==> config.mk <==
export PLATFORM = sky130hd
export DESIGN_NAME = dcc_packet_encoder
export DESIGN_NICKNAME = d
export VERILOG_FILES = /design/src/sv/dcc_pkg.sv /design/src/sv/dcc_front.sv /design/src/sv/dcc_queue.sv /design/src/sv/dcc_back.sv /design/src/sv/dcc_packet_encoder.sv
export VERILOG_INCLUDE_DIRS = /design/src /design/src/sv
export SDC_FILE = /design/constraint.sdc
export NUM_CORES = 1
export LEC_CHECK = 0
export ABC_AREA = 0
export BUFFER_PORTS_ARGS = -buffer_cell sky130_fd_sc_hd__buf_2
export CAP_MARGIN = 10
export CORE_MARGIN = 2
export CORE_UTILIZATION = 35
export CTS_CLUSTER_DIAMETER = 30
export CTS_CLUSTER_SIZE = 14
export DETAILED_ROUTE_END_ITERATION = 8
export PLACE_DENSITY = 0.57
export SLEW_MARGIN = 20
export SYNTH_ARGS = -nofsm -noshare
export SYNTH_HDL_FRONTEND = slang
export SYNTH_SLANG_ARGS = --single-unit
==> constraint.sdc <==
create_clock -name clock -period 12.2 [get_ports clock]
set_input_delay 1.83 -clock clock [delete_from_list [all_inputs] [get_ports clock]]
set_output_delay 1.83 -clock clock [all_outputs]
set_load 0.005 [all_outputs]
==> src/sv/dcc_packet_encoder_defines.svh <==
// ----------------------------------------------------------------------------
// DCC packet encoder assertion macros
// Shared assertion helpers; define NO_ASSERTIONS to compile them out.
// ----------------------------------------------------------------------------
`ifndef DCC_PACKET_ENCODER_DEFINES_SVH
`define DCC_PACKET_ENCODER_DEFINES_SVH

`ifndef NO_ASSERTIONS

// same-cycle implication, disabled during reset
`define DCC_ASSERT_NOW(label, clk, rst, ante, cons, msg) \
   label: assert property (@(posedge clk) disable iff (rst) (ante) |-> (cons)) \
      else $error(msg);

// next-cycle implication, disabled during reset
`define DCC_ASSERT_NEXT(label, clk, rst, ante, cons, msg) \
   label: assert property (@(posedge clk) disable iff (rst) (ante) |=> (cons)) \
      else $error(msg);

`else

`define DCC_ASSERT_NOW(label, clk, rst, ante, cons, msg)
`define DCC_ASSERT_NEXT(label, clk, rst, ante, cons, msg)

`endif

`endif

==> src/sv/dcc_pkg.sv <==
// ----------------------------------------------------------------------------
// dcc_pkg
// Types, codes and constants shared by the DCC packet encoder modules.
// ----------------------------------------------------------------------------
package dcc_pkg;

   // packet sizing
   localparam int MAX_PACKET_BYTES = 6;
   localparam int DATA_BYTES_MAX   = 5;
   localparam int BYTE_IDX_WIDTH   = $clog2(DATA_BYTES_MAX + 1);

   // command queue between front and back
   localparam int QUEUE_DEPTH = 2;
   localparam int QPTR_WIDTH  = $clog2(QUEUE_DEPTH);
   localparam int QCNT_WIDTH  = $clog2(QUEUE_DEPTH + 1);

   // command codes
   localparam logic [2:0] FUNC_THROTTLE = 3'd0;
   localparam logic [2:0] FUNC_FN_ONE   = 3'd1;
   localparam logic [2:0] FUNC_FN_TWO   = 3'd2;
   localparam logic [2:0] FUNC_ACCESS   = 3'd3;
   localparam logic [2:0] FUNC_CV_BYTE  = 3'd4;
   localparam logic [2:0] FUNC_CV_BIT   = 3'd5;

   // packet kinds
   localparam logic [2:0] KIND_THROTTLE = 3'd0;
   localparam logic [2:0] KIND_FUNCTION = 3'd1;
   localparam logic [2:0] KIND_ACCESS   = 3'd2;
   localparam logic [2:0] KIND_CV_BYTE  = 3'd3;
   localparam logic [2:0] KIND_CV_BIT   = 3'd4;

   // repeat counts
   localparam logic [2:0] REPEAT_THROTTLE = 3'd0;
   localparam logic [2:0] REPEAT_DEFAULT  = 3'd3;
   localparam logic [2:0] REPEAT_CV_BIT   = 3'd4;

   // byte constants
   localparam logic [13:0] SHORT_ADDR_MAX = 14'd127;
   localparam logic [7:0]  LONG_ADDR_MARK = 8'hC0;
   localparam logic [7:0]  SPEED_128_INST = 8'h3F;
   localparam logic [7:0]  FN1_MASK       = 8'hBF;
   localparam logic [7:0]  FN1_SET        = 8'h80;
   localparam logic [7:0]  FN2_SET        = 8'hDE;
   localparam logic [7:0]  FN2_MASK       = 8'hDF;
   localparam logic [7:0]  ACC_XOR        = 8'hF8;
   localparam logic [7:0]  ACC_BASE       = 8'h80;
   localparam logic [7:0]  CV_BYTE_INST   = 8'hEC;
   localparam logic [7:0]  CV_BIT_INST    = 8'hE8;
   localparam logic [7:0]  CV_BIT_DATA    = 8'hF0;
   localparam logic [6:0]  SPEED_MAX      = 7'd126;

   typedef struct packed {
      logic [2:0]  func;
      logic [13:0] loco_address;
      logic [6:0]  speed;
      logic        direction;
      logic [7:0]  function_byte1;
      logic [7:0]  function_byte2;
      logic [10:0] cv_number;
      logic [7:0]  cv_value;
      logic [2:0]  bit_number;
      logic [1:0]  accessory_output;
      logic        activate;
   } req_payload_type;

   typedef struct packed {
      logic [7:0]  packet_byte;
      logic        last;
      logic [2:0]  repeat_count;
      logic [2:0]  packet_kind;
      logic [15:0] transaction_id;
      logic [15:0] railcom_address;
   } rsp_payload_type;

   typedef logic [DATA_BYTES_MAX-1:0][7:0] dcc_bytes_type;

   // one built packet waiting for serialization
   typedef struct packed {
      dcc_bytes_type             data;
      logic [BYTE_IDX_WIDTH-1:0] byte_count;
      logic [2:0]                repeat_count;
      logic [2:0]                packet_kind;
      logic [15:0]               transaction_id;
      logic [15:0]               railcom_address;
   } dcc_desc_type;

   // queue handshake as seen by the back end
   typedef struct packed {
      logic         valid;
      dcc_desc_type head;
   } dcc_qhead_type;

endpackage

==> src/sv/dcc_front.sv <==
// ----------------------------------------------------------------------------
// dcc_front
// Decodes one command beat into packet data bytes and header fields.
// ----------------------------------------------------------------------------
module dcc_front
   import dcc_pkg::*;
(
   input  logic            clock,
   input  logic            reset,
   input  logic            req_valid,
   output logic            req_stall,
   input  req_payload_type req_payload,
   input  logic            q_full,
   output logic            q_push,
   output dcc_desc_type    q_desc
);

   logic [15:0]               seq_ff;
   logic [15:0]               seq_in;
   logic                      accept;
   logic                      func_ok;
   logic                      use_addr;
   logic                      addr_long;
   logic [7:0]                addr_hi;
   logic [7:0]                addr_lo;
   logic [9:0]                cv_index;
   logic [6:0]                speed_sat;
   logic [2:0][7:0]           cmd;
   logic [BYTE_IDX_WIDTH-1:0] cmd_count;
   logic [BYTE_IDX_WIDTH-1:0] total;
   logic [2:0]                kind;
   logic [2:0]                repeats;
   dcc_bytes_type             data;
   logic [15:0]               rc;

   assign req_stall = q_full;
   assign accept    = req_valid && !req_stall;

   // address bytes and common operands
   always_comb begin
      addr_long = req_payload.loco_address > SHORT_ADDR_MAX;
      addr_hi   = {2'b00, req_payload.loco_address[13:8]} | LONG_ADDR_MARK;
      addr_lo   = req_payload.loco_address[7:0];
      cv_index  = req_payload.cv_number[9:0] - 10'd1;
      speed_sat = (req_payload.speed > SPEED_MAX) ? SPEED_MAX : req_payload.speed;
   end

   // instruction bytes per command
   always_comb begin
      cmd       = '0;
      cmd_count = '0;
      use_addr  = 1'b1;
      func_ok   = 1'b1;
      kind      = KIND_FUNCTION;
      repeats   = REPEAT_DEFAULT;
      unique case (req_payload.func)
         FUNC_THROTTLE: begin
            cmd[0]    = SPEED_128_INST;
            cmd[1]    = {req_payload.direction,
                         speed_sat + {6'd0, (speed_sat != 7'd0)}};
            cmd_count = BYTE_IDX_WIDTH'(2);
            kind      = KIND_THROTTLE;
            repeats   = REPEAT_THROTTLE;
         end
         FUNC_FN_ONE: begin
            cmd[0]    = (req_payload.function_byte1 | FN1_SET) & FN1_MASK;
            cmd_count = BYTE_IDX_WIDTH'(1);
         end
         FUNC_FN_TWO: begin
            cmd[0]    = (req_payload.function_byte1 | FN2_SET) & FN2_MASK;
            cmd[1]    = req_payload.function_byte2;
            cmd_count = BYTE_IDX_WIDTH'(2);
         end
         FUNC_ACCESS: begin
            cmd[0]    = {2'b00, req_payload.loco_address[5:0]} | ACC_BASE;
            cmd[1]    = {1'b0, req_payload.loco_address[8:6], 1'b0,
                         req_payload.accessory_output, req_payload.activate} ^ ACC_XOR;
            cmd_count = BYTE_IDX_WIDTH'(2);
            use_addr  = 1'b0;
            kind      = KIND_ACCESS;
         end
         FUNC_CV_BYTE: begin
            cmd[0]    = CV_BYTE_INST + {6'd0, cv_index[9:8]};
            cmd[1]    = cv_index[7:0];
            cmd[2]    = req_payload.cv_value;
            cmd_count = BYTE_IDX_WIDTH'(3);
            kind      = KIND_CV_BYTE;
         end
         FUNC_CV_BIT: begin
            cmd[0]    = CV_BIT_INST + {6'd0, cv_index[9:8]};
            cmd[1]    = cv_index[7:0];
            cmd[2]    = CV_BIT_DATA | {4'd0, req_payload.cv_value[0],
                                       req_payload.bit_number};
            cmd_count = BYTE_IDX_WIDTH'(3);
            kind      = KIND_CV_BIT;
            repeats   = REPEAT_CV_BIT;
         end
         default: begin
            func_ok = 1'b0;
         end
      endcase
   end

   // assemble address and instruction bytes
   always_comb begin
      data = '0;
      if (!use_addr) begin
         for (int i = 0; i < 3; i++) data[i] = cmd[i];
         total = cmd_count;
         rc    = {cmd[0], cmd[1]};
      end else if (addr_long) begin
         data[0] = addr_hi;
         data[1] = addr_lo;
         for (int i = 0; i < 3; i++) data[i+2] = cmd[i];
         total = cmd_count + BYTE_IDX_WIDTH'(2);
         rc    = {addr_hi, addr_lo};
      end else begin
         data[0] = addr_lo;
         for (int i = 0; i < 3; i++) data[i+1] = cmd[i];
         total = cmd_count + BYTE_IDX_WIDTH'(1);
         rc    = {8'd0, addr_lo};
      end
   end

   // transaction number, one per valid command
   assign seq_in = seq_ff + 16'd1;

   always_ff @(posedge clock) begin
      if (reset) begin
         seq_ff <= '0;
      end else if (accept && func_ok) begin
         seq_ff <= seq_in;
      end
   end

   assign q_push = accept && func_ok && (int'(total) < MAX_PACKET_BYTES);

   always_comb begin
      q_desc.data            = data;
      q_desc.byte_count      = total;
      q_desc.repeat_count    = repeats;
      q_desc.packet_kind     = kind;
      q_desc.transaction_id  = seq_in;
      q_desc.railcom_address = rc;
   end

endmodule

==> src/sv/dcc_queue.sv <==
// ----------------------------------------------------------------------------
// dcc_queue
// Short packet queue that decouples command decode from byte output.
// ----------------------------------------------------------------------------
module dcc_queue
   import dcc_pkg::*;
(
   input  logic          clock,
   input  logic          reset,
   input  logic          push,
   input  dcc_desc_type  push_desc,
   output logic          full,
   input  logic          pop,
   output dcc_qhead_type qhead
);

   dcc_desc_type          entry_ff [QUEUE_DEPTH];
   logic [QPTR_WIDTH-1:0] wr_ptr_ff;
   logic [QPTR_WIDTH-1:0] rd_ptr_ff;
   logic [QCNT_WIDTH-1:0] count_ff;
   logic [QCNT_WIDTH-1:0] count_in;

   assign full       = count_ff == QCNT_WIDTH'(QUEUE_DEPTH);
   assign qhead.valid = count_ff != '0;
   assign qhead.head  = entry_ff[rd_ptr_ff];

   // occupancy
   always_comb begin
      count_in = count_ff;
      if (push && !pop) count_in = count_ff + QCNT_WIDTH'(1);
      if (pop && !push) count_in = count_ff - QCNT_WIDTH'(1);
   end

   // pointers
   always_ff @(posedge clock) begin
      if (reset) begin
         wr_ptr_ff <= '0;
         rd_ptr_ff <= '0;
         count_ff  <= '0;
      end else begin
         count_ff <= count_in;
         if (push) wr_ptr_ff <= (32'(wr_ptr_ff) == QUEUE_DEPTH - 1) ? '0
                                : wr_ptr_ff + QPTR_WIDTH'(1);
         if (pop)  rd_ptr_ff <= (32'(rd_ptr_ff) == QUEUE_DEPTH - 1) ? '0
                                : rd_ptr_ff + QPTR_WIDTH'(1);
      end
   end

   // storage
   always_ff @(posedge clock) begin
      if (push) entry_ff[wr_ptr_ff] <= push_desc;
   end

endmodule

==> src/sv/dcc_back.sv <==
// ----------------------------------------------------------------------------
// dcc_back
// Serializes a queued packet one byte per beat and appends the checksum.
// ----------------------------------------------------------------------------
module dcc_back
   import dcc_pkg::*;
(
   input  logic            clock,
   input  logic            reset,
   input  dcc_qhead_type   qhead,
   output logic            pop,
   output logic            rsp_valid,
   input  logic            rsp_stall,
   output rsp_payload_type rsp_payload
);

   logic [BYTE_IDX_WIDTH-1:0] idx_ff;
   logic [BYTE_IDX_WIDTH-1:0] idx_in;
   logic [7:0]                chk_ff;
   logic [7:0]                chk_in;
   logic                      rsp_valid_ff;
   rsp_payload_type           rsp_ff;
   rsp_payload_type           rsp_in;
   logic                      advance;
   logic                      emit;
   logic                      at_end;
   logic [7:0]                data_sel;

   // output register frees when empty or taken
   assign advance = !rsp_valid_ff || !rsp_stall;
   assign emit    = advance && qhead.valid;
   assign at_end  = idx_ff == qhead.head.byte_count;
   assign pop     = emit && at_end;

   // byte select and running checksum
   always_comb begin
      data_sel = '0;
      if (32'(idx_ff) < DATA_BYTES_MAX) data_sel = qhead.head.data[idx_ff];
      rsp_in.packet_byte     = at_end ? chk_ff : data_sel;
      rsp_in.last            = at_end;
      rsp_in.repeat_count    = qhead.head.repeat_count;
      rsp_in.packet_kind     = qhead.head.packet_kind;
      rsp_in.transaction_id  = qhead.head.transaction_id;
      rsp_in.railcom_address = qhead.head.railcom_address;
      idx_in = at_end ? '0 : idx_ff + BYTE_IDX_WIDTH'(1);
      chk_in = at_end ? '0 : chk_ff ^ data_sel;
   end

   always_ff @(posedge clock) begin
      if (reset) begin
         rsp_valid_ff <= 1'b0;
         idx_ff       <= '0;
         chk_ff       <= '0;
      end else if (advance) begin
         rsp_valid_ff <= qhead.valid;
         if (qhead.valid) begin
            idx_ff <= idx_in;
            chk_ff <= chk_in;
         end
      end
   end

   // output beat
   always_ff @(posedge clock) begin
      if (emit) rsp_ff <= rsp_in;
   end

   assign rsp_valid   = rsp_valid_ff;
   assign rsp_payload = rsp_ff;

endmodule

==> src/sv/dcc_packet_encoder.sv <==
// ----------------------------------------------------------------------------
// dcc_packet_encoder
// Builds DCC packet bytes from commands and streams them with a checksum.
// ----------------------------------------------------------------------------
// A command beat is decoded in the cycle it is taken and its packet is queued
// in a two-entry queue; a new command can be taken every cycle while the
// queue has room. The output side sends one byte per cycle from its output
// register while rsp_stall is low, so a packet with n data bytes (2 to 5)
// leaves as n + 1 bytes including its checksum byte; the output side thus
// sets the sustained rate. Unused command codes are taken and produce nothing.
`include "dcc_packet_encoder_defines.svh"

module dcc_packet_encoder
   import dcc_pkg::*;
(
   input  logic            clock,
   input  logic            reset,
   input  logic            req_valid,
   output logic            req_stall,
   input  req_payload_type req_payload,
   output logic            rsp_valid,
   input  logic            rsp_stall,
   output rsp_payload_type rsp_payload
);

   logic          q_push;
   logic          q_full;
   logic          q_pop;
   dcc_desc_type  q_desc;
   dcc_qhead_type qhead;

   // command decode
   dcc_front u_front (
      .clock       (clock),
      .reset       (reset),
      .req_valid   (req_valid),
      .req_stall   (req_stall),
      .req_payload (req_payload),
      .q_full      (q_full),
      .q_push      (q_push),
      .q_desc      (q_desc)
   );

   // packet queue
   dcc_queue u_queue (
      .clock     (clock),
      .reset     (reset),
      .push      (q_push),
      .push_desc (q_desc),
      .full      (q_full),
      .pop       (q_pop),
      .qhead     (qhead)
   );

   // byte serializer
   dcc_back u_back (
      .clock       (clock),
      .reset       (reset),
      .qhead       (qhead),
      .pop         (q_pop),
      .rsp_valid   (rsp_valid),
      .rsp_stall   (rsp_stall),
      .rsp_payload (rsp_payload)
   );

   // checks
   `DCC_ASSERT_NOW(a_no_push_full, clock, reset, q_push, !q_full, "push into full queue")
   `DCC_ASSERT_NOW(a_pop_valid, clock, reset, q_pop, qhead.valid, "pop from empty queue")
   `DCC_ASSERT_NEXT(a_tid_in_packet, clock, reset, rsp_valid && !rsp_stall && !rsp_payload.last, rsp_valid == 1'b0 || rsp_payload.transaction_id == $past(rsp_payload.transaction_id), "transaction id changed inside packet")

endmodule
==> results of run 1 <==
critical path: stages:
cell and delay (ps):
buf_2 360, clkinv_1 400, a21boi_0 450, ha_1 330
a31oi_1 400, inv_1 170, nor2_4 470, buf_4 790
area by class of cell:
class / instances / area (um^2)
fill: 2754 / 16400
tap: 390 / 488
clock buffer: 65 / 1360
inverter: 21 / 80.1
sequential: 236 / 6760
clock inverter: 30 / 437
multi-input combinational: 514 / 3530
timing repair buffer: 121 / 621
sequential cells by signal, summed over array words and instances, names as in the netlist, named ones only:
register	flops
u_queue.entry_ff	158
u_back.chk_ff	8
u_queue.count_ff	2
u_back.rsp_payload	45
u_queue.wr_ptr_ff	1
u_queue.rd_ptr_ff	1
u_front.seq_ff	16
u_back.rsp_valid	1
u_back.idx_ff	3
metal layers:
| metal | up-vias | GRT usage (%) |
|---|---|---|
| li1 | 3328 | - |
| met1 | 3350 | 21.3 |
| met2 | 214 | 24.4 |
| met3 | 35 | 3.06 |
| met4 | 0 | 4.99 |
| met5 | - | 0 |
power by group through the flow:
stage               Clock, uW  Sequential, uW  Combinational, uW
floorplan                   0            1060                225
global placement            0            1060                356
detailed placement          0            1060                359
CTS                      1430            1050                362
global route             1470            1060                390
finish                   1410            1050                354
how the worst min path moves through the flow:
| stage | from | to | slack (ps) | cells after the start |
|---|---|---|---|---|
| after floorplan | u_front.seq_ff[1] | u_front.seq_ff[1] | 460 | 2 |
| after global placement | u_front.seq_ff[1] | u_front.seq_ff[1] | 480 | 2 |
| after detailed placement | u_front.seq_ff[1] | u_front.seq_ff[1] | 490 | 2 |
| after CTS | u_front.seq_ff[1] | u_front.seq_ff[1] | 490 | 2 |
| after global routing | u_front.seq_ff[1] | u_front.seq_ff[1] | 530 | 2 |
| final | u_front.seq_ff[1] | u_front.seq_ff[1] | 490 | 2 |
through the flow:
step	util [%]	power [uW]
floorplan	-	1280
global placement	38.7	1420
detailed placement	38.7	1420
CTS	44.8	2840
global route	44.8	2920
finish	44.8	2810
cells by family after synthesis:
logic type,share of synthesized area (%)
compound gates,8.36
xor+xnor,3.98
buf+inv,2.62
fa+ha+maj,0.830
simple gates,9.85
mux,10.3
flops,64.0
cell usage in the layout (no fill, tap or decap), types with 11 or more instances in the layout:
master and count:
mux2_2 65, xnor2_1 23, buf_2 115, nor2_1 65
edfxtp_1 203, or3_1 12, xor2_1 25, nor3_1 27
inv_1 17, o21ai_0 30, clkinv_2 11, dfxtp_1 32
nand3_1 13, clkbuf_16 51, nand2_1 63, mux2i_1 36
clkbuf_1 11, a21oi_1 35
==> flow_summary.yaml, run 1 <==
synthesis:
  yosysUniqueCellTypes: 56
  sequential_cell_area_fraction_in_the_yosys_report_pct: 64.0
  yosysTopAreaCell: "edfxtp_1"
  synth_area_um2: 10600
  async_flop_share_pct: 0
  synth_seq_cells: 236
  synth_edf_count: 203
  synth-main-ff-cell: "edfxtp_1"
  synth.top_cells.by_area: "edfxtp_1, mux2_2, dfxtp_1"
  synthesis.yosys.warnings: 0
  postSynthNetCount: 893
  post_synth.cell_area_avg_um2: 12.9
  synth.cells.most_frequent: "edfxtp_1, nor2_1, mux2_2, nand2_1, mux2i_1"
  yosysMostFrequentCell: "edfxtp_1"
  synth_largest_type_area_fraction_pct: 57.8
  postSynthCellCount: 816
critical_path:
  worstPathArrival_ps: 5260
  crit_path_start: "req_payload[64]"
  worst_flop_to_flop_path_startpoint: "u_queue.count_ff[0]"
  reg2reg_setup_slack_ps: 8700
  worst-endpoint-required_ps: 12350
  critPathCaptureType: "flip-flop"
  r2r_cells: 6
  critPathKind: "primary input to flip-flop"
  endpoint: "u_queue.entry_ff[0][15]"
  crit_path_start_kind: "primary input"
  regToRegEndpoint: "u_queue.entry_ff[0][15]"
  worstPathMaxFanout: 63
detailed_routing:
  post_drt_wl_per_cell_um: 17.8
  firstDrtPassIters: 6
  highest-signal-layer: "met4"
  routed_metal_1_wirelength_um: 11100
  drt_wl_total_um: 24500
  wl_met2_um: 11400
  met3_wirelength_um: 1430
  drt-vias-per-instance: 5.03
  postRouteAntennaNets: 0
  remaining_drc_errors: 0
  via_count: 6927
  detail_route.iter0.violations: 510
floorplanning:
  initial_core_util_pct: 35.6
  core_region_area_um2: 29600
  die-width_um: 178
  number_of_placement_rows: 63
  die_area_um2: 31600
  io_count: 119
  die_height_um: 178
placed_design:
  detailedPlace.worstSlack_ps: 6500
  place.gp.congestion: 0.849
  numPortBuffers: 115
  postPlaceCellArea_um2: 11500
  placedCellCount: 1282
  hpwlAfterDp_um: 16100
cts:
  depth_of_the_cts_h_tree: 2
  cts_root_buffer: "clkbuf_16"
  cts_tree: "done"
  cts.repair.resized: 0
  clock_latency_on_the_worst_skew_pair_ps: 550
  cts_hold_repair.buffers: 0
  cts.repair_timing.setup_buffer_count: 0
  number_of_buffers_created_by_cts: 51
  cts_num_sinks: 236
  clk_pin_slew_ps: 40
  number_of_buffers_on_the_longest_clock_path: 3
power:
  powerDensity_nw_per_um2: 211
  intPower_uw: 2130
  power.leakage_uw: 0.00482
  seq_power_share_pct: 37.3
  vdd_drop_max_mv: 0.108
  combPwrFrac_pct: 12.6
  power.switching_uw: 678
  netSwitchingFraction_pct: 24.2
  clockPowerShare_pct: 50.1
sta:
  total_negative_slack_for_setup_checks_ps: 0
  fmaxAchievable_ghz: 0.196
  final_critical_path_setup_slack_ps: 7090
  worst_slew_margin_rel_pct: 30.8
  worstMarginPinSlew_ps: 1030
  number_of_failing_hold_endpoints_at_the_final_stage: 0
  final_period_minus_worst_setup_slack_ps: 5110
  timing.final.max_slew_violations: 0
  clock_skew_ps: 27.1
  finalCritPeriodShare_pct: 41.9
  finalHoldWorstSlack_ps: 492
  setup-violations-final: 0
  rsz0062_at_grt: "false"
cells_and_area:
  layout.nets: 1022
  num_antenna_cells: 0
  layout-drive-gt1-share_pct: 29.5
  area_growth_syn_to_layout_pct: 25.8
  instances_no_fill: 1377
  finalInstanceArea_um2: 13300
run:
  max_cap_viol_count: 0
global_route:
  largest_net_degree_at_the_start_of_global_routing: 64
  first_pass_grt_wire_length_um: 37300
  globalRoute.totalOverflow: 0
  first_global_vias: 6689
  global_route.usage.total_pct: 15.4
  antenna_found_initial: 0
outcome:
  status: "finished, final reports clean"
min_path:
  min_path_type: "flip-flop to flip-flop"
(Power assumes the default switching activity.)
==> inputs of run 2 (changes only) <==
--- a/config.mk
+++ b/config.mk
@@ -6,7 +6,7 @@
 export SDC_FILE = /design/constraint.sdc
 export NUM_CORES = 1
 export LEC_CHECK = 0
-export ABC_AREA = 0
+export ABC_AREA = 1
 export BUFFER_PORTS_ARGS = -buffer_cell sky130_fd_sc_hd__buf_2
 export CAP_MARGIN = 10
 export CORE_MARGIN = 2
@@ -14,7 +14,7 @@
 export CTS_CLUSTER_DIAMETER = 30
 export CTS_CLUSTER_SIZE = 14
 export DETAILED_ROUTE_END_ITERATION = 8
-export PLACE_DENSITY = 0.57
+export PLACE_DENSITY = 0.59
 export SLEW_MARGIN = 20
 export SYNTH_ARGS = -nofsm -noshare
 export SYNTH_HDL_FRONTEND = slang
==> constraint.sdc (replaced) <==
create_clock -name clock -period 4.5 [get_ports clock]
set_input_delay 0.675 -clock clock [delete_from_list [all_inputs] [get_ports clock]]
set_output_delay 0.675 -clock clock [all_outputs]
set_load 0.005 [all_outputs]
==> run 2 against run 1 <==
  * Die area grew 3.3%
  * Critical path type unchanged
  * Clock skew about the same
  * Critical endpoint is now u_queue.entry_ff[1][72]
  * Largest cell class unchanged
  * First-iteration DRC count up 6.7%
  * Synthesized cell count is 39% higher
  * Global-route usage is 0.86 points higher
  * Register-to-register slack got worse by 6900 ps
  * Routed wire length up 8.6%
==> flow_summary.yaml, run 2 <==
power:
  intPower_uw: 4820
  powerDensity_nw_per_um2: 496
  combPwrFrac_pct: 13.2
  power.switching_uw: 1720
  netSwitchingFraction_pct: 26.3
  seq_power_share_pct: 41.8
  vdd_drop_max_mv: 0.226
  clockPowerShare_pct: 45.0
  power.leakage_uw: 0.00561
synthesis:
  synthesis.yosys.warnings: 0
  synth_edf_count: 203
  synth.top_cells.by_area: "edfxtp_1, nand2_1, dfxtp_1"
  synth_largest_type_area_fraction_pct: 55.9
  postSynthCellCount: 1134
  synth_seq_cells: 236
  yosysUniqueCellTypes: 45
  post_synth.cell_area_avg_um2: 9.62
  postSynthNetCount: 1211
  async_flop_share_pct: 0
  sequential_cell_area_fraction_in_the_yosys_report_pct: 61.9
  yosysTopAreaCell: "edfxtp_1"
  synth-main-ff-cell: "edfxtp_1"
  synth_area_um2: 10900
  yosysMostFrequentCell: "nand2_1"
  synth.cells.most_frequent: "nand2_1, edfxtp_1, inv_1, nand3_1, nor2_1"
global_route:
  global_route.usage.met1_pct: 22.1
  first_global_vias: 7798
  first_pass_grt_wire_length_um: 42300
  global_route.peak_usage_layer: "met2"
  globalRoute.totalOverflow: 0
  globalRouteMet2Util_pct: 26.6
  global_route.usage.total_pct: 16.3
  largest_net_degree_at_the_start_of_global_routing: 61
  antenna_found_initial: 0
  grt_util_met3_pct: 2.61
floorplanning:
  die_area_um2: 32600
  core_region_area_um2: 30700
  die_height_um: 181
  io_count: 119
  die-width_um: 181
  initial_core_util_pct: 35.6
  number_of_placement_rows: 64
cts:
  clk_pin_slew_ps: 50
  cts_hold_repair.buffers: 0
  depth_of_the_cts_h_tree: 2
  cts_root_buffer: "clkbuf_16"
  cts.repair_timing.setup_buffer_count: 0
  cts.repair.resized: 0
  clock_latency_on_the_worst_skew_pair_ps: 520
  number_of_buffers_on_the_longest_clock_path: 3
  cts_num_sinks: 236
  cts_tree: "done"
  number_of_buffers_created_by_cts: 38
sta:
  finalCritPeriodShare_pct: 63.4
  total_negative_slack_for_setup_checks_ps: 0
  final_critical_path_setup_slack_ps: 1650
  timing.final.max_slew_violations: 0
  worst_slew_margin_rel_pct: 30.9
  worstMarginPinSlew_ps: 1040
  setup-violations-final: 0
  number_of_failing_hold_endpoints_at_the_final_stage: 0
  fmaxAchievable_ghz: 0.350
  final_period_minus_worst_setup_slack_ps: 2850
  rsz0062_at_grt: "false"
  clock_skew_ps: 26.8
critical_path:
  critPathKind: "primary input to flip-flop"
  slowest_cell_on_the_critical_path: "buf_12"
  crit_path_start_kind: "primary input"
  worstPathMaxFanout: 50
  reg2reg_setup_slack_ps: 1780
  critical-path-max-stage-delay_ps: 330
  critPathCaptureType: "flip-flop"
  cells_along_the_critical_path: "buf_2 -> inv_2 -> nor2_2 -> nand2_4 -> inv_4 -> nor2_2 -> inv_1 -> ha_1 -> nand2_1 -> nand2_1 -> nand2_1 -> nand3_1 -> inv_2 -> buf_12"
  crit_path_frequent_cell: "nand2_1"
  worstPathArrival_ps: 3020
  worst-endpoint-required_ps: 4660
detailed_routing:
  postRouteAntennaNets: 0
  detail_route.iter0.violations: 544
  drt_wl_total_um: 26600
  remaining_drc_errors: 0
  firstDrtPassIters: 5
  post_drt_wl_per_cell_um: 15.7
  drt-vias-per-instance: 4.74
  via_count: 8005
cells_and_area:
  area_growth_syn_to_layout_pct: 20.9
  num-fill-cells: 2909
  final_core_util_pct: 43.0
  num_antenna_cells: 0
  layout-drive-gt1-share_pct: 19.5
  top_register: "u_queue.entry_ff"
  commonest_non_fill_non_tap_cells_in_the_layout: "nand2_1, edfxtp_1, inv_1, buf_2, nand3_1"
  finalInstanceArea_um2: 13200
  layout.nets: 1339
  layout_commonest_cell: "nand2_1"
  instances_no_fill: 1688
  largest_register_ffs: 158
placed_design:
  numPortBuffers: 115
  postPlaceCellArea_um2: 11900
  hpwlAfterDp_um: 18100
  place.gp.congestion: 0.909
  detailedPlace.worstSlack_ps: 1130
  placedCellCount: 1618
run:
  max_cap_viol_count: 0
min_path:
  min_path_type: "flip-flop to flip-flop"
outcome:
  status: "finished, final reports clean"
[run 2: cell count changes in the layout (fill, tap and decap cells not counted), sizes merged, moves of 23 or more]
| cell | delta |
|---|---|
| mux2 | -65 |
| nand2 | +309 |
| mux2i | -36 |
| nand3 | +82 |
| xnor2 | -23 |
| inv | +124 |
| clkbuf | -24 |
| o21ai | +30 |
[run 2: layer usage]
| metal | wire length (um) | part of all wire [%] |
|---|---|---|
| met1 | 12300 | 46 |
| met2 | 12300 | 46 |
| met3 | 1420 | 5.3 |
| met4 | 538 | 2.0 |
| met5 | 0 | 0 |
[run 2: final timing paths]
path | to | startpoint | cells after the start
worst max-delay path | u_queue.entry_ff[1][72] | req_payload[64] | 14
worst min-delay path | u_back.chk_ff[7] | u_back.chk_ff[7] | 2
worst max register to register | u_queue.count_ff[1] | u_back.idx_ff[1] | 10
worst min register to register | u_back.chk_ff[7] | u_back.chk_ff[7] | 2
[run 2: critical path: cells and delay by family]
kind | cells | cell delay, ps
fa+ha+maj | 1 | 220
simple gates | 7 | 930
buf+inv | 6 | 1140
[run 2: final cells by class]
cell class | count | area [um^2] | area share (%)
Clock buffer | 41 | 983 | 7.45
Timing Repair Buffer | 124 | 668 | 5.06
Multi-Input combinational cell | 722 | 3420 | 25.9
Tap cell | 396 | 495 | 3.76
Inverter | 140 | 531 | 4.02
Clock inverter | 29 | 337 | 2.55
Sequential cell | 236 | 6760 | 51.2
[run 2: power by group through the flow]
stage | clock [uW] | sequential, uW | combinational, uW
5_1_grt | 3090 | 2760 | 975
4_1_cts | 2990 | 2740 | 872
2_1_floorplan | 0 | 2760 | 542
6_report | 2940 | 2730 | 863
3_3_place_gp | 0 | 2780 | 852
3_5_place_dp | 0 | 2780 | 867
[run 2: logic make-up after synthesis]
logic type,share of synthesized area [%]
compound gates,6.48
xor+xnor,1.10
fa+ha+maj,0.803
buf+inv,6.80
flops,61.9
simple gates,22.9
[run 2: stage by stage]
step	total power, uW	hold slack [ps]
3_3_place_gp	3630	446
3_5_place_dp	3650	451
5_1_grt	6830	479
2_1_floorplan	3310	437
6_report	6540	457
4_1_cts	6600	459
